`src/rtl/core/cssms_pkg.sv`:
```
// ----------------------------------------------------------------------------
// Clock and matrix scanner package
// Shared types, reset values and decode functions for the digital clock with
// multiplexed seven-segment display and LED matrix scanner.
// ----------------------------------------------------------------------------
`default_nettype none

package cssms_pkg;

	localparam int NUM_DIGITS  = 4;
	localparam int NUM_COLUMNS = 8;
	localparam int NUM_TIMERS  = 4;
	localparam int PERIOD_W    = 10;
	localparam int DIGIT_POS_W = $clog2(NUM_DIGITS);
	localparam int COL_POS_W   = $clog2(NUM_COLUMNS);
	localparam int IMAGE_W     = 64;
	localparam int CFG_INDEX_W = 3;

	localparam logic KIND_TICK = 1'b0;
	localparam logic KIND_SET  = 1'b1;

	typedef enum logic [CFG_INDEX_W-1:0] {
		CFG_DIGIT_SCAN  = 3'd0,
		CFG_BLINK       = 3'd1,
		CFG_SECOND      = 3'd2,
		CFG_MATRIX_SCAN = 3'd3,
		CFG_IMAGE       = 3'd4
	} cfg_index_t;

	typedef enum int {
		TMR_DIGIT  = 0,
		TMR_BLINK  = 1,
		TMR_SECOND = 2,
		TMR_COLUMN = 3
	} timer_sel_t;

	localparam logic [PERIOD_W-1:0] RST_DIGIT_SCAN  = 10'd10;
	localparam logic [PERIOD_W-1:0] RST_BLINK       = 10'd100;
	localparam logic [PERIOD_W-1:0] RST_SECOND      = 10'd100;
	localparam logic [PERIOD_W-1:0] RST_MATRIX_SCAN = 10'd1;
	localparam logic [IMAGE_W-1:0]  RST_IMAGE       = 64'h0000_3E48_8848_3E00;

	localparam logic [4:0] RST_HOURS   = 5'd15;
	localparam logic [5:0] RST_MINUTES = 6'd8;
	localparam logic [5:0] RST_SECONDS = 6'd50;

	localparam logic [6:0] SEG_BLANK = 7'h7F;

	typedef logic [NUM_TIMERS-1:0][PERIOD_W-1:0] periods_t;
	typedef logic [NUM_DIGITS-1:0][3:0]          digits_t;

	typedef struct packed {
		logic       kind;
		logic [4:0] set_hour;
		logic [5:0] set_minute;
		logic [5:0] set_second;
	} in_item_t;

	typedef struct packed {
		logic [6:0] segments;
		logic [3:0] digit_enables;
		logic       dot_led;
		logic       red_led;
		logic [7:0] column_enables;
		logic [7:0] row_lines;
	} out_item_t;

	typedef struct packed {
		logic digit;
		logic blink;
		logic second;
		logic column;
	} fire_t;

	// Active-low common-anode pattern, segment a in bit 0.
	function automatic logic [6:0] seg_decode(logic [3:0] v);
		logic [6:0] s;
		begin
			case (v)
				4'd0: s = 7'h40;
				4'd1: s = 7'h79;
				4'd2: s = 7'h24;
				4'd3: s = 7'h30;
				4'd4: s = 7'h19;
				4'd5: s = 7'h12;
				4'd6: s = 7'h02;
				4'd7: s = 7'h78;
				4'd8: s = 7'h00;
				4'd9: s = 7'h10;
				default: s = SEG_BLANK;
			endcase
			return s;
		end
	endfunction

	// Splits a value below 64 into its tens digit (upper nibble) and ones digit.
	function automatic logic [7:0] bcd_split(logic [5:0] v);
		logic [3:0] t;
		logic [5:0] r;
		begin
			t = 4'd0;
			r = v;
			for (int i = 1; i <= 6; i++) begin
				if (v >= 6'(10 * i)) begin
					t = 4'(i);
					r = v - 6'(10 * i);
				end
			end
			return {t, r[3:0]};
		end
	endfunction

endpackage

`default_nettype wire

```
`src/rtl/core/cssms_timers.sv`:
```
// ----------------------------------------------------------------------------
// Tick timers
// Four down-counters that flag expiry and reload from their periods.
// ----------------------------------------------------------------------------
`default_nettype none

module cssms_timers (
	input  wire logic               clk,
	input  wire logic               arst_n,
	input  wire logic               step,
	input  wire cssms_pkg::periods_t periods,
	output cssms_pkg::fire_t        expire
);

	logic [cssms_pkg::NUM_TIMERS-1:0][cssms_pkg::PERIOD_W-1:0] count_q;
	logic [cssms_pkg::NUM_TIMERS-1:0]                          hit;

	always_comb begin
		for (int i = 0; i < cssms_pkg::NUM_TIMERS; i++) begin
			hit[i] = (count_q[i] <= cssms_pkg::PERIOD_W'(1));
		end
		expire.digit  = hit[cssms_pkg::TMR_DIGIT];
		expire.blink  = hit[cssms_pkg::TMR_BLINK];
		expire.second = hit[cssms_pkg::TMR_SECOND];
		expire.column = hit[cssms_pkg::TMR_COLUMN];
	end

	always_ff @(posedge clk or negedge arst_n) begin
		if (!arst_n) begin
			count_q[cssms_pkg::TMR_DIGIT]  <= cssms_pkg::RST_DIGIT_SCAN;
			count_q[cssms_pkg::TMR_BLINK]  <= cssms_pkg::RST_BLINK;
			count_q[cssms_pkg::TMR_SECOND] <= cssms_pkg::RST_SECOND;
			count_q[cssms_pkg::TMR_COLUMN] <= cssms_pkg::RST_MATRIX_SCAN;
		end else if (step) begin
			for (int i = 0; i < cssms_pkg::NUM_TIMERS; i++) begin
				if (hit[i]) begin
					count_q[i] <= periods[i];
				end else begin
					count_q[i] <= count_q[i] - cssms_pkg::PERIOD_W'(1);
				end
			end
		end
	end

endmodule

`default_nettype wire

```
`src/rtl/core/cssms_timekeeper.sv`:
```
// ----------------------------------------------------------------------------
// Timekeeper
// Holds hh:mm:ss, loads a set time or advances it on each seconds-timer fire,
// and keeps the BCD digits of hours and minutes.
// ----------------------------------------------------------------------------
`default_nettype none

module cssms_timekeeper (
	input  wire logic              clk,
	input  wire logic              arst_n,
	input  wire logic              set_en,
	input  wire logic [4:0]        set_hour,
	input  wire logic [5:0]        set_minute,
	input  wire logic [5:0]        set_second,
	input  wire logic              sec_fire,
	output cssms_pkg::digits_t     digits
);

	logic [4:0] hours_q;
	logic [5:0] minutes_q;
	logic [5:0] seconds_q;
	cssms_pkg::digits_t digits_q;

	logic [6:0] sec_inc;
	logic [6:0] min_inc;
	logic [5:0] hour_inc;
	logic [4:0] hours_d;
	logic [5:0] minutes_d;
	logic [5:0] seconds_d;
	logic [7:0] hour_bcd;
	logic [7:0] min_bcd;

	always_comb begin
		sec_inc   = {1'b0, seconds_q} + 7'd1;
		seconds_d = 6'(sec_inc);
		min_inc   = {1'b0, minutes_q};
		if (sec_inc >= 7'd60) begin
			seconds_d = 6'd0;
			min_inc   = {1'b0, minutes_q} + 7'd1;
		end
		minutes_d = 6'(min_inc);
		hour_inc  = {1'b0, hours_q};
		if (min_inc >= 7'd60) begin
			minutes_d = 6'd0;
			hour_inc  = {1'b0, hours_q} + 6'd1;
		end
		hours_d = 5'(hour_inc);
		if (hour_inc >= 6'd24) begin
			hours_d = 5'd0;
		end
		if (set_en) begin
			hours_d   = set_hour;
			minutes_d = set_minute;
			seconds_d = set_second;
		end
		hour_bcd = cssms_pkg::bcd_split({1'b0, hours_d});
		min_bcd  = cssms_pkg::bcd_split(minutes_d);
	end

	always_ff @(posedge clk or negedge arst_n) begin
		if (!arst_n) begin
			hours_q     <= cssms_pkg::RST_HOURS;
			minutes_q   <= cssms_pkg::RST_MINUTES;
			seconds_q   <= cssms_pkg::RST_SECONDS;
			digits_q[0] <= 4'd1;
			digits_q[1] <= 4'd5;
			digits_q[2] <= 4'd0;
			digits_q[3] <= 4'd8;
		end else if (set_en || sec_fire) begin
			hours_q     <= hours_d;
			minutes_q   <= minutes_d;
			seconds_q   <= seconds_d;
			digits_q[0] <= hour_bcd[7:4];
			digits_q[1] <= hour_bcd[3:0];
			digits_q[2] <= min_bcd[7:4];
			digits_q[3] <= min_bcd[3:0];
		end
	end

	assign digits = digits_q;

endmodule

`default_nettype wire

```
`src/rtl/core/cssms_scanner.sv`:
```
// ----------------------------------------------------------------------------
// Display scanner
// Drives the digit scan, the LED and dot blink and the matrix column scan.
// The line registers form the result register of the block.
// ----------------------------------------------------------------------------
`default_nettype none

module cssms_scanner (
	input  wire logic                                clk,
	input  wire logic                                arst_n,
	input  wire cssms_pkg::fire_t                    fire,
	input  wire cssms_pkg::digits_t                  digits,
	input  wire logic [cssms_pkg::IMAGE_W-1:0]       image,
	output cssms_pkg::out_item_t                     lines
);

	logic [cssms_pkg::DIGIT_POS_W-1:0] digit_pos_q;
	logic [cssms_pkg::COL_POS_W-1:0]   col_pos_q;
	cssms_pkg::out_item_t              lines_q;

	logic [7:0] col_code;
	logic [7:0] col_rev;

	always_comb begin
		col_code = image[{col_pos_q, 3'b000} +: 8];
		for (int i = 0; i < 8; i++) begin
			col_rev[7 - i] = col_code[i];
		end
	end

	always_ff @(posedge clk or negedge arst_n) begin
		if (!arst_n) begin
			digit_pos_q <= '0;
			col_pos_q   <= '0;
			lines_q     <= '0;
		end else begin
			if (fire.digit) begin
				lines_q.segments      <= cssms_pkg::seg_decode(digits[digit_pos_q]);
				lines_q.digit_enables <= 4'(~(4'b0001 << digit_pos_q));
				if (digit_pos_q == cssms_pkg::DIGIT_POS_W'(cssms_pkg::NUM_DIGITS - 1)) begin
					digit_pos_q <= '0;
				end else begin
					digit_pos_q <= digit_pos_q + cssms_pkg::DIGIT_POS_W'(1);
				end
			end
			if (fire.blink) begin
				lines_q.dot_led <= ~lines_q.dot_led;
				lines_q.red_led <= ~lines_q.red_led;
			end
			if (fire.column) begin
				lines_q.column_enables <= 8'(~(8'b0000_0001 << col_pos_q));
				lines_q.row_lines      <= ~col_rev;
				if (col_pos_q == cssms_pkg::COL_POS_W'(cssms_pkg::NUM_COLUMNS - 1)) begin
					col_pos_q <= '0;
				end else begin
					col_pos_q <= col_pos_q + cssms_pkg::COL_POS_W'(1);
				end
			end
		end
	end

	assign lines = lines_q;

endmodule

`default_nettype wire

```
`src/rtl/core/clock_seven_segment_matrix_scanner_unit.sv`:
```
// ----------------------------------------------------------------------------
// Digital clock with seven-segment and LED matrix scanner
// Flow: items pass the single input register stage, then the line registers.
// Throughput: one item per cycle while the output is not stalled.
// Reset: asynchronous; timers, time of day, scan positions, lines and
// configuration registers return to their power-up values at once.
// ----------------------------------------------------------------------------
`default_nettype none

module clock_seven_segment_matrix_scanner_unit (
	input  wire logic                                  clk,
	input  wire logic                                  arst_n,
	input  wire logic                                  in_valid,
	output logic                                       in_ready,
	input  wire cssms_pkg::in_item_t                   in_item,
	output logic                                       out_valid,
	input  wire logic                                  out_ready,
	output cssms_pkg::out_item_t                       out_item,
	input  wire logic                                  cfg_we,
	input  wire logic [cssms_pkg::CFG_INDEX_W-1:0]     cfg_index,
	input  wire logic [cssms_pkg::IMAGE_W-1:0]         cfg_data
);

	cssms_pkg::periods_t              periods_q;
	logic [cssms_pkg::IMAGE_W-1:0]    image_q;

	logic                             valid_s1;
	cssms_pkg::in_item_t              item_s1;
	logic                             out_valid_q;

	logic                             advance;
	logic                             tick_step;
	logic                             set_step;
	cssms_pkg::fire_t                 expire;
	cssms_pkg::fire_t                 fire;
	cssms_pkg::digits_t               digits;

	always_ff @(posedge clk or negedge arst_n) begin
		if (!arst_n) begin
			periods_q[cssms_pkg::TMR_DIGIT]  <= cssms_pkg::RST_DIGIT_SCAN;
			periods_q[cssms_pkg::TMR_BLINK]  <= cssms_pkg::RST_BLINK;
			periods_q[cssms_pkg::TMR_SECOND] <= cssms_pkg::RST_SECOND;
			periods_q[cssms_pkg::TMR_COLUMN] <= cssms_pkg::RST_MATRIX_SCAN;
			image_q                          <= cssms_pkg::RST_IMAGE;
		end else if (cfg_we) begin
			unique case (cfg_index)
				cssms_pkg::CFG_DIGIT_SCAN:
					periods_q[cssms_pkg::TMR_DIGIT] <= cfg_data[cssms_pkg::PERIOD_W-1:0];
				cssms_pkg::CFG_BLINK:
					periods_q[cssms_pkg::TMR_BLINK] <= cfg_data[cssms_pkg::PERIOD_W-1:0];
				cssms_pkg::CFG_SECOND:
					periods_q[cssms_pkg::TMR_SECOND] <= cfg_data[cssms_pkg::PERIOD_W-1:0];
				cssms_pkg::CFG_MATRIX_SCAN:
					periods_q[cssms_pkg::TMR_COLUMN] <= cfg_data[cssms_pkg::PERIOD_W-1:0];
				cssms_pkg::CFG_IMAGE:
					image_q <= cfg_data;
				default: begin
				end
			endcase
		end
	end

	assign advance   = valid_s1 && (!out_valid_q || out_ready);
	assign in_ready  = !valid_s1 || advance;
	assign tick_step = advance && (item_s1.kind == cssms_pkg::KIND_TICK);
	assign set_step  = advance && (item_s1.kind == cssms_pkg::KIND_SET);

	always_comb begin
		fire.digit  = tick_step && expire.digit;
		fire.blink  = tick_step && expire.blink;
		fire.second = tick_step && expire.second;
		fire.column = tick_step && expire.column;
	end

	always_ff @(posedge clk or negedge arst_n) begin
		if (!arst_n) begin
			valid_s1    <= 1'b0;
			out_valid_q <= 1'b0;
		end else begin
			if (in_ready) begin
				valid_s1 <= in_valid;
			end
			if (advance) begin
				out_valid_q <= 1'b1;
			end else if (out_ready) begin
				out_valid_q <= 1'b0;
			end
		end
	end

	always_ff @(posedge clk) begin
		if (in_valid && in_ready) begin
			item_s1 <= in_item;
		end
	end

	cssms_timers u_timers (
		.clk     (clk),
		.arst_n  (arst_n),
		.step    (tick_step),
		.periods (periods_q),
		.expire  (expire)
	);

	cssms_timekeeper u_timekeeper (
		.clk        (clk),
		.arst_n     (arst_n),
		.set_en     (set_step),
		.set_hour   (item_s1.set_hour),
		.set_minute (item_s1.set_minute),
		.set_second (item_s1.set_second),
		.sec_fire   (fire.second),
		.digits     (digits)
	);

	cssms_scanner u_scanner (
		.clk    (clk),
		.arst_n (arst_n),
		.fire   (fire),
		.digits (digits),
		.image  (image_q),
		.lines  (out_item)
	);

	assign out_valid = out_valid_q;

	// The red LED and the colon dot always toggle together.
	a_led_pair: assert property (@(posedge clk) disable iff (!arst_n)
		out_item.dot_led == out_item.red_led)
		else $error("dot and red LED levels differ");

	// At most one digit is enabled once scanning has begun.
	a_digit_onehot: assert property (@(posedge clk) disable iff (!arst_n)
		(out_item.digit_enables == 4'd0) || $onehot(~out_item.digit_enables))
		else $error("more than one digit enabled");

	// At most one matrix column is enabled once scanning has begun.
	a_column_onehot: assert property (@(posedge clk) disable iff (!arst_n)
		(out_item.column_enables == 8'd0) || $onehot(~out_item.column_enables))
		else $error("more than one matrix column enabled");

	// A stalled result keeps the input stage from taking a new item over a full one.
	a_no_overrun: assert property (@(posedge clk) disable iff (!arst_n)
		(valid_s1 && out_valid_q && !out_ready) |-> !in_ready)
		else $error("input accepted while pipeline is blocked");

endmodule

`default_nettype wire

```
`config.mk`:
```
export PLATFORM = sky130hd
export DESIGN_NAME = clock_seven_segment_matrix_scanner_unit
export DESIGN_NICKNAME = d
export VERILOG_FILES = /design/src/rtl/core/cssms_pkg.sv /design/src/rtl/core/cssms_timers.sv /design/src/rtl/core/cssms_timekeeper.sv /design/src/rtl/core/cssms_scanner.sv /design/src/rtl/core/clock_seven_segment_matrix_scanner_unit.sv
export SDC_FILE = /design/constraint.sdc
export NUM_CORES = 1
export LEC_CHECK = 0
export BUFFER_PORTS_ARGS = -buffer_cell sky130_fd_sc_hd__buf_2
export CAP_MARGIN = 25
export CORE_MARGIN = 3
export CORE_UTILIZATION = 35
export CTS_CLUSTER_DIAMETER = 200
export DETAILED_ROUTE_END_ITERATION = 10
export PLACE_DENSITY = 0.48
export SLEW_MARGIN = 20
export SYNTH_ARGS = -nofsm -noshare
export SYNTH_HDL_FRONTEND = slang
export SYNTH_SLANG_ARGS = --single-unit
export TNS_END_PERCENT = 1
```
`constraint.sdc`:
```
create_clock -name clk -period 5.6 [get_ports clk]
set_input_delay 0.84 -clock clk [delete_from_list [all_inputs] [get_ports clk]]
set_output_delay 0.84 -clock clk [all_outputs]
set_load 0.05 [all_outputs]
```
# ---- After elaboration in Yosys (flattened, before gate mapping)
# Memories as Yosys holds them, arrays and structs flattened. A register that Yosys moved wholly into a read port is not among the register bits.
# Index checks and enable logic that the tools add are counted.
dict set report totals {
  ff_bits 224
  mem_bits_ro 112
  inputBits 90
  out_inout_bits 31
  mem_count 1
}
dict set report classes {
  n_addsub 21
  magnitude_cmp 20
  n_eq_ne 6
  n_shift 3
  mux 42
  bitwise_logic 6
  n_reduce_logical 21
}
# name words width rd rd_clocked_by_memory_dff wr line_no
set mem_list {}
lappend mem_list {{(name not given)} 16 7 1 1 0 cssms_pkg.sv:79} ;# case (v)
# operator count
set ops {}
lappend ops {{64-bit by 7-bit indexed part select with 8-bit output} 1}
lappend ops {{4-bit 2-to-1 mux} 13}
lappend ops {{10-bit by 1-bit <= comparator with 1-bit output, second input constant} 4}
lappend ops {{10-bit 2-to-1 mux} 4}
lappend ops {{10-bit by 1-bit subtractor with 10-bit output, second input constant} 4}
lappend ops {{4-bit subtractor, second input constant} 8}
lappend ops {{6-bit 2-to-1 mux} 5}
lappend ops {{3-bit 2-to-1 mux} 7}
lappend ops {{5-bit by 6-bit >= comparator with 1-bit output, second input constant} 3}
lappend ops {{6-bit by 5-bit >= comparator with 1-bit output, second input constant} 3}
lappend ops {{6-bit >= comparator, second input constant} 3}
lappend ops {{8-bit inverter} 2}
lappend ops {{6-bit by 1-bit adder with 7-bit output, second input constant} 2}
lappend ops {{7-bit by 6-bit >= comparator with 1-bit output, second input constant} 2}
lappend ops {{5-bit >= comparator, second input constant} 2}
lappend ops {{2-bit 2-to-1 mux} 5}
lappend ops {{5-bit 2-to-1 mux} 2}
lappend ops {{2-bit AND reduction} 5}
lappend ops {{4-bit binary-select mux with 2-bit select} 1}
lappend ops {{1-bit logical AND} 8}
lappend ops {{1-bit by 3-bit << shifter with 8-bit output, first input constant} 1}
lappend ops {{4-bit by 2-bit subtractor with 4-bit output, second input constant} 2}
lappend ops {{4-bit by 3-bit subtractor with 4-bit output, second input constant} 2}
lappend ops {{7-bit 2-to-1 mux} 1}
lappend ops {{18 further kinds} 29}

# ---- Longest topological paths before layout
dict set report depth {
  word_depth 15
  depth_mapped 17
  depth_no_buf 17
}

# ---- Cells and area by module
# A second synthesis with hierarchy kept.
dict set report hier_totals {
  cells_unflattened 1049
  area_unflattened_um2 12321.8
}
# module instances cells_per_inst area_each_um2
set by_module_without_submodules {}
lappend by_module_without_submodules {clock_seven_segment_matrix_scanner_unit 1 258 4918.5}
lappend by_module_without_submodules {cssms_timers 1 292 2636.3}
lappend by_module_without_submodules {cssms_timekeeper 1 331 2621.3}
lappend by_module_without_submodules {cssms_scanner 1 168 2145.8}

# ---- Worst setup path before layout
# OpenSTA, ideal clock, no wires.
dict set report synth_timing {
  kind {register to register}
  from {register u_timekeeper.seconds_q[1]}
  to {register u_timekeeper.digits_q, in the netlist u_timekeeper.digits[7]}
  arrival_time_ps 3993
  required_time_ps 5505
  setup_slack_ps 1511
  path_stages_with_launch 17
  path_buffers 1
  period_less_slack_ps 4089
  cell_sequence {dfstp_2 -> ha_1 -> nand3_1 -> nor2_2 -> o22ai_4 -> mux2_4 -> o31ai_4 -> a31oi_1 -> o41ai_2 -> buf_2 -> inv_1 -> ha_1 -> o211ai_1 -> o21ai_0 -> nor3_1 -> mux2_2 -> o31ai_1}
}
dict set report synth_between {
  elab_chain_cells 15
  elab_cells_between_ends 26
}
# item line_no
set synth_rtl {}
lappend synth_rtl {{start, declared} cssms_timekeeper.sv:21} ;# logic [5:0] seconds_q;
lappend synth_rtl {{start signal, assigned} cssms_timekeeper.sv:64} ;# seconds_q <= cssms_pkg::RST_SECONDS;
lappend synth_rtl {{start signal, assigned} cssms_timekeeper.sv:72} ;# seconds_q <= seconds_d;
lappend synth_rtl {{6-bit by 1-bit adder with 7-bit output (*)} cssms_timekeeper.sv:34} ;# sec_inc = {1'b0, seconds_q} + 7'd1;
lappend synth_rtl {{7-bit by 6-bit >= comparator with 1-bit output (*)} cssms_timekeeper.sv:37} ;# if (sec_inc >= 7'd60) begin
lappend synth_rtl {{7-bit 2-to-1 mux (*)} cssms_timekeeper.sv:37}
lappend synth_rtl {{7-bit by 6-bit >= comparator with 1-bit output (*)} cssms_timekeeper.sv:43} ;# if (min_inc >= 7'd60) begin
lappend synth_rtl {{6-bit 2-to-1 mux (*)} cssms_timekeeper.sv:43}
lappend synth_rtl {{6-bit by 5-bit >= comparator with 1-bit output} cssms_timekeeper.sv:48} ;# if (hour_inc >= 6'd24) begin
lappend synth_rtl {{5-bit 2-to-1 mux (*)} cssms_timekeeper.sv:48}
lappend synth_rtl {{5-bit 2-to-1 mux (*)} cssms_timekeeper.sv:51} ;# if (set_en) begin
lappend synth_rtl {{4-bit subtractor or 5-bit by 4-bit >= comparator with 1-bit output (tied branches)} {cssms_pkg.sv:106, cssms_pkg.sv:104}}
lappend synth_rtl {{4-bit 2-to-1 mux (5 in a row)} cssms_pkg.sv:104} ;# if (v >= 6'(10 * i)) begin
lappend synth_rtl {{4-bit 2-to-1 mux (*)} cssms_pkg.sv:104}
lappend synth_rtl {{end, declared} cssms_timekeeper.sv:22} ;# cssms_pkg::digits_t digits_q;
# Mark *: on every way between the ends. The rest lies on a longest branch, timed or not.
# A chain may end at the register's enable or synchronous reset.

# ---- Worst setup path in the final report
dict set report layout_timing {
  from {register u_timekeeper.seconds_q[1]}
  to {register u_timekeeper.digits_q, in the netlist u_timekeeper.digits[14]}
}
dict set report layout_between {
  elab_chain_cells 13
  elab_cells_between_ends 24
}
# item line_no
set layout_rtl {}
lappend layout_rtl {{6-bit by 1-bit adder with 7-bit output (*)} cssms_timekeeper.sv:34}
lappend layout_rtl {{7-bit by 6-bit >= comparator with 1-bit output (*)} cssms_timekeeper.sv:37}
lappend layout_rtl {{7-bit 2-to-1 mux (*)} cssms_timekeeper.sv:37}
lappend layout_rtl {{7-bit by 6-bit >= comparator with 1-bit output} cssms_timekeeper.sv:43}
lappend layout_rtl {{6-bit 2-to-1 mux (*)} cssms_timekeeper.sv:43}
lappend layout_rtl {{6-bit 2-to-1 mux (*)} cssms_timekeeper.sv:51}
lappend layout_rtl {{named net u_timekeeper.minutes_d[2]} cssms_timekeeper.sv:28} ;# logic [5:0] minutes_d;
lappend layout_rtl {{6-bit by 4-bit >= comparator with 1-bit output or 4-bit subtractor (tied branches)} {cssms_pkg.sv:104, cssms_pkg.sv:106}}
lappend layout_rtl {{4-bit 2-to-1 mux (5 in a row)} cssms_pkg.sv:104}
lappend layout_rtl {{4-bit 2-to-1 mux (*)} cssms_pkg.sv:104}
# The timed path passes the listed nets; every way through them passes the cells marked *.

==> results.sh <==
export IMPL_cts_setup_buffers=0
export IMPL_skew_ns=0.00706
export IMPL_first_pass_iters=4
export IMPL_cts_root_buf="clkbuf_16"
export IMPL_tightestPinTransition_ns=0.987
export IMPL_cts_resized=0
export IMPL_seq_power_share_pct=40.2
export IMPL_via_per_inst=5.12
export IMPL_clock_fmax_mhz=218
export IMPL_p_clk_share_pct=26.9
export IMPL_critPathSlowestCell="dfstp_2"
export IMPL_internal_power_uw=4190
export IMPL_post_route_drc_count=0
export IMPL_synthCells=1052
export IMPL_synth_area_top_cells="dfrtp_1 (35%), mux2_2 (11%), dfstp_2 (10%)"
export IMPL_cts_buffer_depth=3
export IMPL_clk_pin_slew_ns=0.06
export IMPL_p_sw_uw=2430
export IMPL_leakagePower_uw=0.00581
export IMPL_drv_slew=0
export IMPL_rows=65
export IMPL_drive_gt1_share_pct=31.5
export IMPL_start_kind="flop"
export IMPL_cp_required_ns=6.00
export IMPL_initial_core_util_pct=36.0
export IMPL_p_sw_share_pct=36.7
export IMPL_pin_count=121
export IMPL_synth_compound_gate_area_share_pct=14.1
export IMPL_reg2reg_slack_ns=1.01
export IMPL_routedWlPerCell_um=17.2
export IMPL_ys_seq_area_share_pct=50.3
export IMPL_numCtsBuffers=27
export IMPL_grt_max_degree=153
export IMPL_r2r_start="u_timekeeper.seconds_q[1]"
export IMPL_final_hold_violation_count=0
export IMPL_grt_pass1_vias=8390
export IMPL_grt_usage_pct=15.8
export IMPL_grt_antenna_before_repair=4
export IMPL_power_density_mw_per_mm2=489
export IMPL_layout_common_cells="dfrtp_1 (163), buf_2 (119), nand2_1 (112)"
export IMPL_muxShareOfSynthArea_pct=15.3
export IMPL_relSlewSlack_pct=34.2
export IMPL_combinationalPowerShare_pct=32.9
export IMPL_fin_crit_sh_pct=81.9
export IMPL_postCtsHoldBufs=0
export IMPL_setup_tns_final_ns=0
export IMPL_vdd_ir_drop_worst_uv=263
export IMPL_gp_congestion=0.816
export IMPL_synthXorXnorAreaFrac_pct=1.44
export IMPL_synth_top_cell_by_area="dfrtp_1"
export IMPL_drv_cap=0
export IMPL_dieArea_mm2=0.0352
export IMPL_syn_area_mm2=0.0115
export IMPL_port_buffers=120
export IMPL_worstRegToRegCells=16
export IMPL_ys_warn_count=0
export IMPL_syn_to_final_growth_pct=17.4
export IMPL_htree_levels=1
export IMPL_die_h_um=188
export IMPL_die_w_um=188
export IMPL_ys_flop_type="dfrtp_1"
export IMPL_syn_nets=1178
export IMPL_crit_type="reg2reg"
export IMPL_yosysUniqueCellTypes=81
export IMPL_synthArstFlopShare_pct=92.0
export IMPL_hold_path_class="in2async"
export IMPL_status="complete, no violations"
export IMPL_drtIter0Drc=395
export IMPL_ant_nets=0
export IMPL_min_period_ns=4.59
export IMPL_grt_first_pass_wirelength_mm=45.9
export IMPL_critPathMaxStageDelay_ns=0.60
export IMPL_netlist_area_leader_share_pct=35.3
export IMPL_critPathMaxFanout=8
export IMPL_reg2reg_to="u_timekeeper.digits[14]"
export IMPL_fp_coreArea_mm2=0.0320
export IMPL_clock_latency_ns=0.52
export IMPL_synth_adder_area_share_pct=3.90
export IMPL_crit_path_end_kind="flop"
export IMPL_drt_total_wl_mm=28.0
export IMPL_ys_ff_latch=226
export IMPL_cp_arrival_ns=4.99
export IMPL_synth_top_family_by_area="multiplexers"
export IMPL_synth_simple_area_share_pct=12.4
export IMPL_layout_commonest_cell="dfrtp_1"
export IMPL_synth_edf_count=18
export IMPL_synth_avg_cell_area_um2=11.0
export IMPL_vias=8324
export IMPL_cts_sinks=226
export IMPL_tritoncts="yes"
export IMPL_setup_viol=0
export IMPL_path_cells="ha_1 > nand3_1 > nor2_2 > o221ai_2 > xnor2_1 > nand3_1 > a22oi_1 > inv_1 > ha_1 > o21ai_0 > o21ai_0 > a21boi_0 > mux2_2 > a211oi_1 > o41ai_1 > nand2_1"
export IMPL_nets=1295
export IMPL_place_hpwl_mm=19.1
export IMPL_holdWs_ns=0.231
export IMPL_gr_total_overflow=0
export IMPL_rsz0062_at_grt="no"
[logic make-up (layout without fill, tap and decap cells)]
group                    count (synthesis)  after routing
AND/OR/NAND/NOR                        310            310
AO/OA/AOI/OAI                          247            247
flip-flops                             226            226
multiplexers                           139            139
buffers and inverters                   78            215
adder cells (fa/ha/maj)                 36             36
XOR/XNOR                                16             16
other                                    0              1
[stage by stage]
step / setup slack (ns) / total power [uW] / cells / area (um^2) / util, %
floorplan: 1.51 / 4260 / 1052 / 11500 / -
global placement: 1.20 / 4860 / 1574 / 12600 / 39.4
detailed placement: 1.02 / 4880 / 1574 / 12600 / 39.4
CTS: 1.02 / 6720 / 1623 / 13500 / 42.2
global route: 0.400 / 7100 / 1625 / 13500 / 42.3
finish: 1.01 / 6620 / 1625 / 13500 / 42.3
[layer usage]
| metal | wire, um | up-vias | part of all wire, % | GRT usage [%] |
|---|---|---|---|---|
| met1 | 13900 | 4051 | 50 | 23.2 |
| met3 | 1180 | 41 | 4.2 | 3.05 |
| met2 | 12300 | 131 | 44 | 24.4 |
| met5 | 41 | - | 0.15 | 0 |
| met4 | 512 | 6 | 1.8 | 3.38 |
| li1 | - | 4095 | - | - |
[cell usage after synthesis, drive strengths merged, types with 7 or more instances]
library cell,count
dfrtp,163
mux2,113
nand2,112
o21ai,96
nor2,86
dfstp,45
clkbuf,39
a21oi,37
ha,36
inv,34
nand3,26
nor3,24
a31oi,23
edfxtp,18
mux4,18
a22oi,11
a211oi,10
a21o,10
nor4,10
o211ai,10
xnor2,10
and2,9
mux2i,8
o31ai,8
and3,7
nand2b,7
or3,7
[flip-flops by register name, summed over array words and instances, names as in the netlist]
signal                  cells
u_timekeeper.hours_q        4
u_timekeeper.minutes_q      5
u_timekeeper.digits        13
periods_q                  40
u_scanner.digit_pos_q       2
u_timekeeper.seconds_q      6
valid_s1                    1
image_q                    64
out_valid                   1
item_s1                    18
u_scanner.lines            29
u_timers.count_q           40
u_scanner.col_pos_q         3
[power by group through the flow]
stage                     clock network, uW  registers (uW)  logic, uW
after CTS                              1850            2670       2200
final                                  1780            2660       2180
after global placement                    0            2690       2170
after global routing                   1910            2750       2440
after floorplan                           0            2810       1440
after detailed placement                  0            2690       2190
[worst max path at each step]
stage                              start                      end  slack (ns)  cells past startpoint
3_5_place_dp   u_timekeeper.seconds_q[1]   u_timekeeper.digits[7]        1.02                     16
4_1_cts        u_timekeeper.seconds_q[1]   u_timekeeper.digits[7]        1.02                     16
3_3_place_gp   u_timekeeper.seconds_q[1]   u_timekeeper.digits[7]        1.20                     16
6_report       u_timekeeper.seconds_q[1]  u_timekeeper.digits[14]        1.01                     16
5_1_grt        u_timekeeper.seconds_q[1]  u_timekeeper.digits[14]        0.40                     16
2_1_floorplan  u_timekeeper.seconds_q[1]   u_timekeeper.digits[7]        1.51                     16
[final cells by class]
type | count | area (um^2)
Clock buffer | 36 | 719
Fill cell | 3214 | 18500
Timing Repair Buffer | 132 | 713
Clock inverter | 13 | 179
Multi-Input combinational cell | 748 | 5460
Antenna cell | 1 | 2.50
Tap cell | 435 | 544
Inverter | 34 | 128
Sequential cell | 226 | 5800
[critical path, delay by kind of cell, from the launching register on]
kind | cells | cell delay, ns
AO/OA/AOI/OAI | 7 | 1.75
AND/OR/NAND/NOR | 4 | 0.76
flip-flops | 1 | 0.60
adder cells (fa/ha/maj) | 2 | 0.51
XOR/XNOR | 1 | 0.42
multiplexers | 1 | 0.28
buffers and inverters | 1 | 0.14
Note: power is estimated with default switching activity, not from simulation.
